===== config.mk =====
export PLATFORM = sky130hd
export DESIGN_NAME = csv_field_tokenizer
export DESIGN_NICKNAME = d
export VERILOG_FILES = /design/src/design/csv_ftok_pkg.sv /design/src/design/csv_ftok_parse.sv /design/src/design/csv_ftok_outbuf.sv /design/src/design/csv_field_tokenizer.sv
export SDC_FILE = /design/constraint.sdc
export NUM_CORES = 1
export LEC_CHECK = 0
export BUFFER_PORTS_ARGS = -buffer_cell sky130_fd_sc_hd__buf_4
export CAP_MARGIN = 5
export CORE_ASPECT_RATIO = 2
export CORE_MARGIN = 2
export CORE_UTILIZATION = 60
export DETAILED_ROUTE_END_ITERATION = 8
export PLACE_DENSITY_LB_ADDON = 0.25
export SETUP_SLACK_MARGIN = 0.5
export SYNTH_ARGS = -nofsm -noshare
export SYNTH_HDL_FRONTEND = slang
export SYNTH_HIERARCHICAL = 1
export SYNTH_SLANG_ARGS = --single-unit
export TNS_END_PERCENT = 1

===== constraint.sdc =====
create_clock -name aclk -period 9.9 [get_ports aclk]
set_clock_uncertainty 0.2 [all_clocks]
set_input_delay 0.99 -clock aclk [delete_from_list [all_inputs] [get_ports aclk]]
set_output_delay 0.99 -clock aclk [all_outputs]
set_load 0.05 [all_outputs]

===== src/design/csv_ftok_pkg.sv =====
// Shared types and constants for the CSV field tokenizer.
// Holds the result kinds, register indexes, flag and result bundle types.
// No dependencies; every other file of the block uses this package.
`timescale 1ns / 1ps

package csv_ftok_pkg;

    // Fixed byte codes and register reset values.
    localparam logic [7:0] BYTE_LF         = 8'h0A;
    localparam logic [7:0] BYTE_CR         = 8'h0D;
    localparam logic [7:0] FIELD_SEP_RESET = 8'd44;
    localparam logic [7:0] TEXT_SEP_RESET  = 8'd34;

    // Configuration register indexes.
    localparam logic REG_FIELD_SEP = 1'b0;
    localparam logic REG_TEXT_SEP  = 1'b1;

    // Kind of one result word.
    typedef enum logic [2:0] {
        KIND_CONTENT      = 3'd0,
        KIND_FIELD_END    = 3'd1,
        KIND_RECORD_END   = 3'd2,
        KIND_EMPTY_RECORD = 3'd3,
        KIND_UNTERMINATED = 3'd4
    } kind_t;

    // One result word.
    typedef struct packed {
        logic [7:0] ch;
        kind_t      kind;
    } result_t;

    // All results caused by one input byte, slot 0 delivered first.
    typedef struct packed {
        result_t [2:0] res;
        logic [1:0]    count;
    } bundle_t;

    // Parser flag state.
    typedef struct packed {
        logic inside_quotes;
        logic field_is_quoted;
        logic quote_held;
        logic at_field_start;
        logic at_line_start;
        logic skip_next_lf;
    } flags_t;

    localparam flags_t FLAGS_RESET = '{
        inside_quotes:   1'b0,
        field_is_quoted: 1'b0,
        quote_held:      1'b0,
        at_field_start:  1'b1,
        at_line_start:   1'b1,
        skip_next_lf:    1'b0
    };

endpackage


===== src/design/csv_ftok_parse.sv =====
// Parser stage: flag registers and the per-byte decode into a result bundle.
// Depends on csv_ftok_pkg for the flag, result and bundle types.
`timescale 1ns / 1ps

module csv_ftok_parse (
    input  logic                 aclk,
    input  logic                 aresetn,
    input  logic                 advance,
    input  logic [7:0]           in_char,
    input  logic                 end_of_input,
    input  logic [7:0]           field_sep,
    input  logic [7:0]           text_sep,
    output csv_ftok_pkg::bundle_t bundle
);

    csv_ftok_pkg::flags_t flags_reg;
    csv_ftok_pkg::flags_t flags_next;

    // Append one result to a bundle; a full bundle is left unchanged.
    function automatic csv_ftok_pkg::bundle_t push(
        csv_ftok_pkg::bundle_t b,
        csv_ftok_pkg::kind_t   kind,
        logic [7:0]            ch
    );
        csv_ftok_pkg::bundle_t r;
        r = b;
        if (b.count != 2'd3) begin
            r.res[b.count].kind = kind;
            r.res[b.count].ch   = (kind == csv_ftok_pkg::KIND_CONTENT) ? ch : 8'd0;
            r.count             = b.count + 2'd1;
        end
        return r;
    endfunction

    // Decode the held byte against the current flags.
    always_comb begin
        csv_ftok_pkg::flags_t  st;
        csv_ftok_pkg::bundle_t b;
        logic                  drop;
        st   = flags_reg;
        b    = '0;
        drop = 1'b0;

        if (in_char == text_sep) begin
            // Quote meaning wins over every other byte meaning.
            st.skip_next_lf = 1'b0;
            if (st.quote_held) begin
                b                = push(b, csv_ftok_pkg::KIND_CONTENT, in_char);
                st.quote_held    = 1'b0;
                st.inside_quotes = !st.inside_quotes;
            end else if (st.at_field_start && !st.inside_quotes) begin
                st.field_is_quoted = 1'b1;
                st.inside_quotes   = 1'b1;
                st.at_field_start  = 1'b0;
                st.at_line_start   = 1'b0;
            end else begin
                st.quote_held     = 1'b1;
                st.inside_quotes  = !st.inside_quotes;
                st.at_field_start = 1'b0;
                st.at_line_start  = 1'b0;
            end
        end else begin
            // A held quote not followed by a quote is resolved first.
            if (st.quote_held) begin
                st.quote_held = 1'b0;
                if (!st.field_is_quoted) begin
                    b = push(b, csv_ftok_pkg::KIND_CONTENT, text_sep);
                end
            end
            if (st.skip_next_lf) begin
                st.skip_next_lf = 1'b0;
                drop            = (in_char == csv_ftok_pkg::BYTE_LF);
            end
            if (!drop) begin
                if (st.inside_quotes) begin
                    if (in_char == csv_ftok_pkg::BYTE_CR) begin
                        b = push(b, csv_ftok_pkg::KIND_CONTENT, csv_ftok_pkg::BYTE_LF);
                        st.skip_next_lf = 1'b1;
                    end else begin
                        b = push(b, csv_ftok_pkg::KIND_CONTENT, in_char);
                    end
                    st.at_field_start = 1'b0;
                    st.at_line_start  = 1'b0;
                end else if (in_char == field_sep) begin
                    b = push(b, csv_ftok_pkg::KIND_FIELD_END, 8'd0);
                    st.at_field_start  = 1'b1;
                    st.at_line_start   = 1'b0;
                    st.field_is_quoted = 1'b0;
                end else if (in_char == csv_ftok_pkg::BYTE_LF ||
                             in_char == csv_ftok_pkg::BYTE_CR) begin
                    b = push(b, st.at_line_start ? csv_ftok_pkg::KIND_EMPTY_RECORD
                                                 : csv_ftok_pkg::KIND_RECORD_END, 8'd0);
                    st.at_field_start  = 1'b1;
                    st.at_line_start   = 1'b1;
                    st.field_is_quoted = 1'b0;
                    st.skip_next_lf    = (in_char == csv_ftok_pkg::BYTE_CR);
                end else begin
                    b = push(b, csv_ftok_pkg::KIND_CONTENT, in_char);
                    st.at_field_start = 1'b0;
                    st.at_line_start  = 1'b0;
                end
            end
        end

        // End of text: close out a held quote, then the open quote or record.
        if (end_of_input) begin
            if (st.quote_held) begin
                st.quote_held = 1'b0;
                if (!st.field_is_quoted) begin
                    b = push(b, csv_ftok_pkg::KIND_CONTENT, text_sep);
                end
            end
            if (st.inside_quotes) begin
                b = push(b, csv_ftok_pkg::KIND_UNTERMINATED, 8'd0);
            end else if (!st.at_line_start) begin
                b = push(b, csv_ftok_pkg::KIND_RECORD_END, 8'd0);
            end
            st = csv_ftok_pkg::FLAGS_RESET;
        end

        flags_next = st;
        bundle     = b;
    end

    // Flags move only when the held byte passes into the result buffer.
    always_ff @(posedge aclk) begin
        if (!aresetn) begin
            flags_reg <= csv_ftok_pkg::FLAGS_RESET;
        end else if (advance) begin
            flags_reg <= flags_next;
        end
    end

endmodule


===== src/design/csv_ftok_outbuf.sv =====
// Result buffer: holds up to three result words of one byte, hands them out
// one per cycle while m_ready is high; needs csv_ftok_pkg result/bundle types.
`timescale 1ns / 1ps

module csv_ftok_outbuf (
    input  logic                  aclk,
    input  logic                  aresetn,
    input  logic                  load,
    input  csv_ftok_pkg::bundle_t bundle,
    output logic                  load_ready,
    output logic                  m_valid,
    input  logic                  m_ready,
    output logic [7:0]            m_out_char,
    output logic [2:0]            m_out_kind,
    output logic                  m_last_of_run
);

    csv_ftok_pkg::result_t [2:0] slots_reg;
    csv_ftok_pkg::result_t [2:0] slots_next;
    logic [1:0]                  remain_reg;
    logic [1:0]                  remain_next;
    logic                        take;

    assign take       = m_valid && m_ready;
    assign load_ready = (remain_reg == 2'd0) || (remain_reg == 2'd1 && m_ready);

    assign m_valid       = (remain_reg != 2'd0);
    assign m_out_char    = slots_reg[0].ch;
    assign m_out_kind    = slots_reg[0].kind;
    assign m_last_of_run = (remain_reg == 2'd1);

    // Load a new bundle, or shift the next word to the front when one is taken.
    always_comb begin
        slots_next  = slots_reg;
        remain_next = remain_reg;
        if (load) begin
            slots_next  = bundle.res;
            remain_next = bundle.count;
        end else if (take) begin
            slots_next[0] = slots_reg[1];
            slots_next[1] = slots_reg[2];
            remain_next   = remain_reg - 2'd1;
        end
    end

    always_ff @(posedge aclk) begin
        if (!aresetn) begin
            remain_reg <= 2'd0;
        end else begin
            remain_reg <= remain_next;
        end
    end

    always_ff @(posedge aclk) begin
        slots_reg <= slots_next;
    end

endmodule


===== src/design/csv_field_tokenizer.sv =====
// Top level of the CSV field tokenizer: input register, configuration
// registers, parser stage and result buffer, plus a few assertions.
// Depends on csv_ftok_pkg, csv_ftok_parse and csv_ftok_outbuf.
`timescale 1ns / 1ps

// Usage:
// The s_ channel takes one byte of CSV text per word, with s_end_of_input
// set on the last byte of a text. The m_ channel gives result words: content
// bytes, field end, field and record end, empty record and unterminated
// quote markers; m_last_of_run marks the final word caused by one byte.
// A byte may cause no word at all (a dropped quote or the LF of a CRLF).
// The cfg channel writes the field separator (index 0) and the quote byte
// (index 1); it is always ready and is meant to be written while idle.
// An accepted byte waits in the byte register, then loads into the result
// buffer. Throughput: one byte per cycle while each byte makes at most one
// word and m_ready is high; a byte with more words holds the buffer until
// its last is taken, as the m_ channel moves one word per cycle when ready.
// The byte register and the three-word result buffer decouple the sides, so
// a byte is taken while the previous results still wait. When the receiver
// stalls, the result buffer holds and then the byte register fills, and
// s_ready drops. Reset empties both stages, restores the separators to
// comma and double quote, and puts the parser at the start of a record.

module csv_field_tokenizer (
    input  logic       aclk,
    input  logic       aresetn,
    input  logic       s_valid,
    output logic       s_ready,
    input  logic [7:0] s_in_char,
    input  logic       s_end_of_input,
    output logic       m_valid,
    input  logic       m_ready,
    output logic [7:0] m_out_char,
    output logic [2:0] m_out_kind,
    output logic       m_last_of_run,
    input  logic       cfg_valid,
    output logic       cfg_ready,
    input  logic       cfg_index,
    input  logic [7:0] cfg_data
);

    logic                  in_valid_reg;
    logic [7:0]            in_char_reg;
    logic                  in_eoi_reg;
    logic [7:0]            field_sep_reg;
    logic [7:0]            text_sep_reg;
    logic                  advance;
    logic                  load_ready;
    csv_ftok_pkg::bundle_t bundle;

    assign cfg_ready = 1'b1;
    assign advance   = in_valid_reg && load_ready;
    assign s_ready   = !in_valid_reg || advance;

    // Configuration registers.
    always_ff @(posedge aclk) begin
        if (!aresetn) begin
            field_sep_reg <= csv_ftok_pkg::FIELD_SEP_RESET;
            text_sep_reg  <= csv_ftok_pkg::TEXT_SEP_RESET;
        end else if (cfg_valid && cfg_ready) begin
            unique case (cfg_index)
                csv_ftok_pkg::REG_FIELD_SEP: field_sep_reg <= cfg_data;
                csv_ftok_pkg::REG_TEXT_SEP:  text_sep_reg  <= cfg_data;
                default: ;
            endcase
        end
    end

    // Input byte register.
    always_ff @(posedge aclk) begin
        if (!aresetn) begin
            in_valid_reg <= 1'b0;
        end else if (s_ready) begin
            in_valid_reg <= s_valid;
        end
    end

    always_ff @(posedge aclk) begin
        if (s_valid && s_ready) begin
            in_char_reg <= s_in_char;
            in_eoi_reg  <= s_end_of_input;
        end
    end

    csv_ftok_parse u_parse (
        .aclk         (aclk),
        .aresetn      (aresetn),
        .advance      (advance),
        .in_char      (in_char_reg),
        .end_of_input (in_eoi_reg),
        .field_sep    (field_sep_reg),
        .text_sep     (text_sep_reg),
        .bundle       (bundle)
    );

    csv_ftok_outbuf u_outbuf (
        .aclk          (aclk),
        .aresetn       (aresetn),
        .load          (advance),
        .bundle        (bundle),
        .load_ready    (load_ready),
        .m_valid       (m_valid),
        .m_ready       (m_ready),
        .m_out_char    (m_out_char),
        .m_out_kind    (m_out_kind),
        .m_last_of_run (m_last_of_run)
    );

    // A word that is not the last of its byte is always followed by another.
    a_run_continues: assert property (@(posedge aclk) disable iff (!aresetn)
        m_valid && m_ready && !m_last_of_run |=> m_valid)
        else $error("result run ended without a last word");

    // Marker words carry a zero byte.
    a_marker_zero: assert property (@(posedge aclk) disable iff (!aresetn)
        m_valid && m_out_kind != csv_ftok_pkg::KIND_CONTENT |-> m_out_char == 8'd0)
        else $error("marker word with nonzero byte");

    // The unterminated quote flag always closes its run.
    a_unterm_last: assert property (@(posedge aclk) disable iff (!aresetn)
        m_valid && m_out_kind == csv_ftok_pkg::KIND_UNTERMINATED |-> m_last_of_run)
        else $error("unterminated quote flag not last of run");

    // Input back-pressure only arises with a byte waiting in the register.
    a_ready_cause: assert property (@(posedge aclk) disable iff (!aresetn)
        !s_ready |-> in_valid_reg && !load_ready)
        else $error("s_ready low without a stalled byte");

endmodule

### After elaboration in Yosys (flattened, before gate mapping)

Cells that the tools add are included.

* flip-flop bits (word level): 67
* bits of input ports: 23
* output and inout port bits: 15
* logic and storage cells: 134

* add/sub/neg operators: 4
* magnitude comparators: 6
* equal/unequal tests: 10
* muxes and demuxes: 76
* bitwise operators: 1
* reductions and logical operators: 19

Operators by type and width (number)
* $mux W35: 21
* $bwmux W33: 13
* $demux W11 S2: 6
* $mux W22: 2
* $mux W11: 3
* $mux W13: 2
* $mux W1: 17
* $eq A8 B4 Y1 const B: 2
* $eq A8 B8 Y1: 2
* $mux W3: 5
* $mux W2: 5
* $lt A2 B3 Y1 const B: 3
* $logic_and A1 B1 Y1: 8
* $add A2 B1 Y2 const B: 3
* $ge A2 B1 Y1 const B: 3
* $mux W6: 1
* $ne A2 B2 Y1 const B: 3
* $mux W5: 1
* $reduce_and A2 Y1: 2
* $reduce_bool A2 Y1: 2
* $logic_or A1 B1 Y1: 3
* $ne A3 B2 Y1 const B: 1
* $ne A3 B3 Y1 const B: 1
* $reduce_and A3 Y1: 1
* 5 further kinds: 6

### Longest topological paths before layout

* depth after elaboration: 36
* gate-level depth with buffers: 12
* depth with buffers taken out: 11

### Cells and area by module

The synthesis kept the hierarchy.

By module, submodules not included
* csv_ftok_outbuf: instances 1, cells each 88, area an instance 1586.5 µm², sequential area each 1031.0 µm²
* csv_ftok_parse: instances 1, cells each 199, area an instance 1393.8 µm², sequential area each 120.1 µm²
* csv_field_tokenizer: instances 1, cells each 86, area an instance 982.2 µm², sequential area each 610.6 µm²

### Worst setup path after synthesis

Ideal clock, no wire load.

* kind: register -> register
* start point: reg in_char_reg[6]
* end point: reg u_outbuf.slots_reg, in the netlist u_outbuf/m_out_kind[0], data pin
* setup time: 0.260 ns
* arrival time: 3.083 ns
* required time: 9.440 ns
* slack: 6.356 ns
* cell stages (with the launch flop): 11
* buffers on the path: 0
* period minus slack after synthesis: 3.544 ns
* path through: edfxtp_1 or4b_4 nor2_8 and3_4 inv_1 ha_1 or3b_2 nand2b_1 o21ai_1 nor2_1 mux2_4

RTL lines
* start, declared: line csv_field_tokenizer.sv:43 `logic [7:0] in_char_reg;`
* start signal, assigned: line csv_field_tokenizer.sv:80 `in_char_reg <= s_in_char;`
* end signal, assigned: line csv_ftok_outbuf.sv:55 `slots_reg <= slots_next;`
* end, declared: line csv_ftok_outbuf.sv:18 `csv_ftok_pkg::result_t [2:0] slots_reg;`

==> reports/metrics.csv <==
metric,value,unit
synth_most_common_cell,edfxtp_1,
holdWs,283,ps
synth_seq_area_share,44.5,%
total_power,0.000876,W
path_max_fanout,19,
clk_path_buf_depth,2,
synth_cell_types,61,
drc,0,
min_path_type,reg2reg,
ir_drop,0.182,mV
ios,38,
worst_slew_pin_slew,1040,ps
cts_resized,0,
leakage,1.73,nW
grt_pass1_wl,14100,um
grt_setup_unrepaired,false,
dp_hpwl,6350,um
hp-start,field_sep_reg[0],
insertion_delay,330,ps
finalSetupViolations,0,
grt_pass1_vias,2891,
drtIter0Drc,138,
criticalPathCategory,reg2reg,
grt_antenna_before_repair,0,
maxSlewViolCount,0,
grt_max_degree,46,
finalSetupTns,0,ps
outcome,finished clean,
syn-cell-area,0.00396,mm2
hold_violations,0,
synth.avg_cell_area,10.6,um2
port_buffers,36,
yosysWarnings,6,
yosys_most_used_dff,edfxtp_1,
yosys.area.top_type,edfxtp_1,
cap_violations,0,
netlist_top_cells_count,"42 x edfxtp_1, 31 x nand2_1, 25 x dfxtp_1, 24 x buf_4",
drt-pass1-iter-count,4,
initial_utilization,62.3,%
placementRows,41,
ys_seq_elements,67,
cts_hold_buf,0,
crit_path_start_kind,flop,
root_buffer,clkbuf_16,
place_congestion,0.968,
fin_util,68.4,%
synth_async_sr_flop_share,0,%
synth_top_cell_area_share,31.8,%
post-route-min-period,4020,ps
synth_edf_count,42,
rr_startpoint,u_parse/flags_reg[3],
design.core.area,0.00636,mm2
end_kind,flop,
post_drt_wl_per_cell,18.1,um
cts_tree,done,
yosys-top-cells-area,"edfxtp_1 32%, dfxtp_1 13%, mux2_4 6.8%",
vias_per_cell,5.93,
dieArea,0.00731,mm2
diodes,0,
fmax,249,MHz
cp-startpoint,u_parse/flags_reg[3],
num-nets-final,410,
cts-buffers-inserted,9,
crit_arrival,3890,ps
post-place-ws,5930,ps
overflow,0,
area_growth,9.76,%
clkTransAtPathRegs,50,ps
post_cts_buffers,0,
die_w,61.5,um
vias,2817,
largest_reg_flops,22,
cts.sinks,67,
syn_inst,373,
required,9780,ps
htreeDepth,3,
drive_gt1_share,22.9,%
wl,8620,um
p_per_area,201,mW/mm2
fin_ws,5880,ps
slew_headroom,28.9,%
finalCritPeriodShare,40.6,%
die_h,119,um
grtUsageTotal,26.7,%
drt.antenna.violating_nets,0,
cell type report:
cell class / count / area, um2
Clock buffer: 10 / 229
Clock inverter: 6 / 56.3
Fill cell: 550 / 2010
Inverter: 17 / 63.8
Multi-Input combinational cell: 250 / 1840
Sequential cell: 67 / 1760
Tap cell: 86 / 108
Timing Repair Buffer: 39 / 293
through the flow:
stage          area, um2  cells
2_1_floorplan       3990    381
3_3_place_gp        4060    459
3_5_place_dp        4060    459
4_1_cts             4350    475
5_1_grt             4350    475
6_report            4350    475
cells in the final DEF, fill, tap and decap left out, types with 4 or more instances in the layout:
cell       instances
o211ai_1           6
o21ai_0            6
xnor2_1           18
mux2_2             6
conb_1            10
a21oi_1            5
or3_1              4
a31oi_1           11
edfxtp_1          42
nor2_1            12
dfxtp_1           25
nand4_1            8
buf_4             39
and4_1             8
nand2_1           31
mux2_4            18
mux2i_1           10
a211oi_1           4
and3_1            11
nor4_1             4
nand3b_1           6
clkbuf_16          9
nand3_1           15
inv_1             17
nor3_1             5
nand2b_1           6
power breakdown:
group | internal [W] | total (W) | switching [W]
combinational | 0.0000815 | 0.000202 | 0.000121
sequential | 0.000350 | 0.000373 | 0.0000238
clock | 0.000192 | 0.000300 | 0.000108
worst max-delay path: stages, from the launching register on:
cell and delay [ps]:
dfxtp_1 730, nand2b_1 390, inv_1 440, ha_1 350, or3b_2 460, nand2b_1 170
o21ai_1 610, a211oi_1 110, mux2_4 290
path summary, 6_finish.rpt:
kind / end / slack [ps] / cells after the start
hold / removal: field_sep_reg[0] / 280 / 2
setup reg to reg: u_outbuf/m_out_char[2] / 5880 / 8
setup / recovery: u_outbuf/m_out_char[2] / 5880 / 8
hold reg to reg: field_sep_reg[0] / 280 / 2
cells by family (layout without fill, tap and decap cells):
kind of cell               count (synthesis)  in the layout  synth area share (%)
AOI/OAI and AO/OA                         56             56                  10.2
buffers and inverters                     64             72                  9.95
other                                      2             10                 0.190
and+or+nand+nor                          129            129                  19.2
xor gates and xnor gates                  18             18                  3.98
DFF                                       67             67                  44.5
adders and majority gates                  3              3                 0.947
muxes                                     34             34                  11.1
metal layers:
metal / share of wire (%) / GRT usage [%] / up-vias
li1: - / - / 1363
met1: 36 / 27.7 / 1329
met2: 54 / 45.1 / 84
met3: 3.2 / 7.17 / 41
met4: 7.0 / 16.2 / 0
met5: 0 / 0 / -
Power figures use the tool's default switching activity.
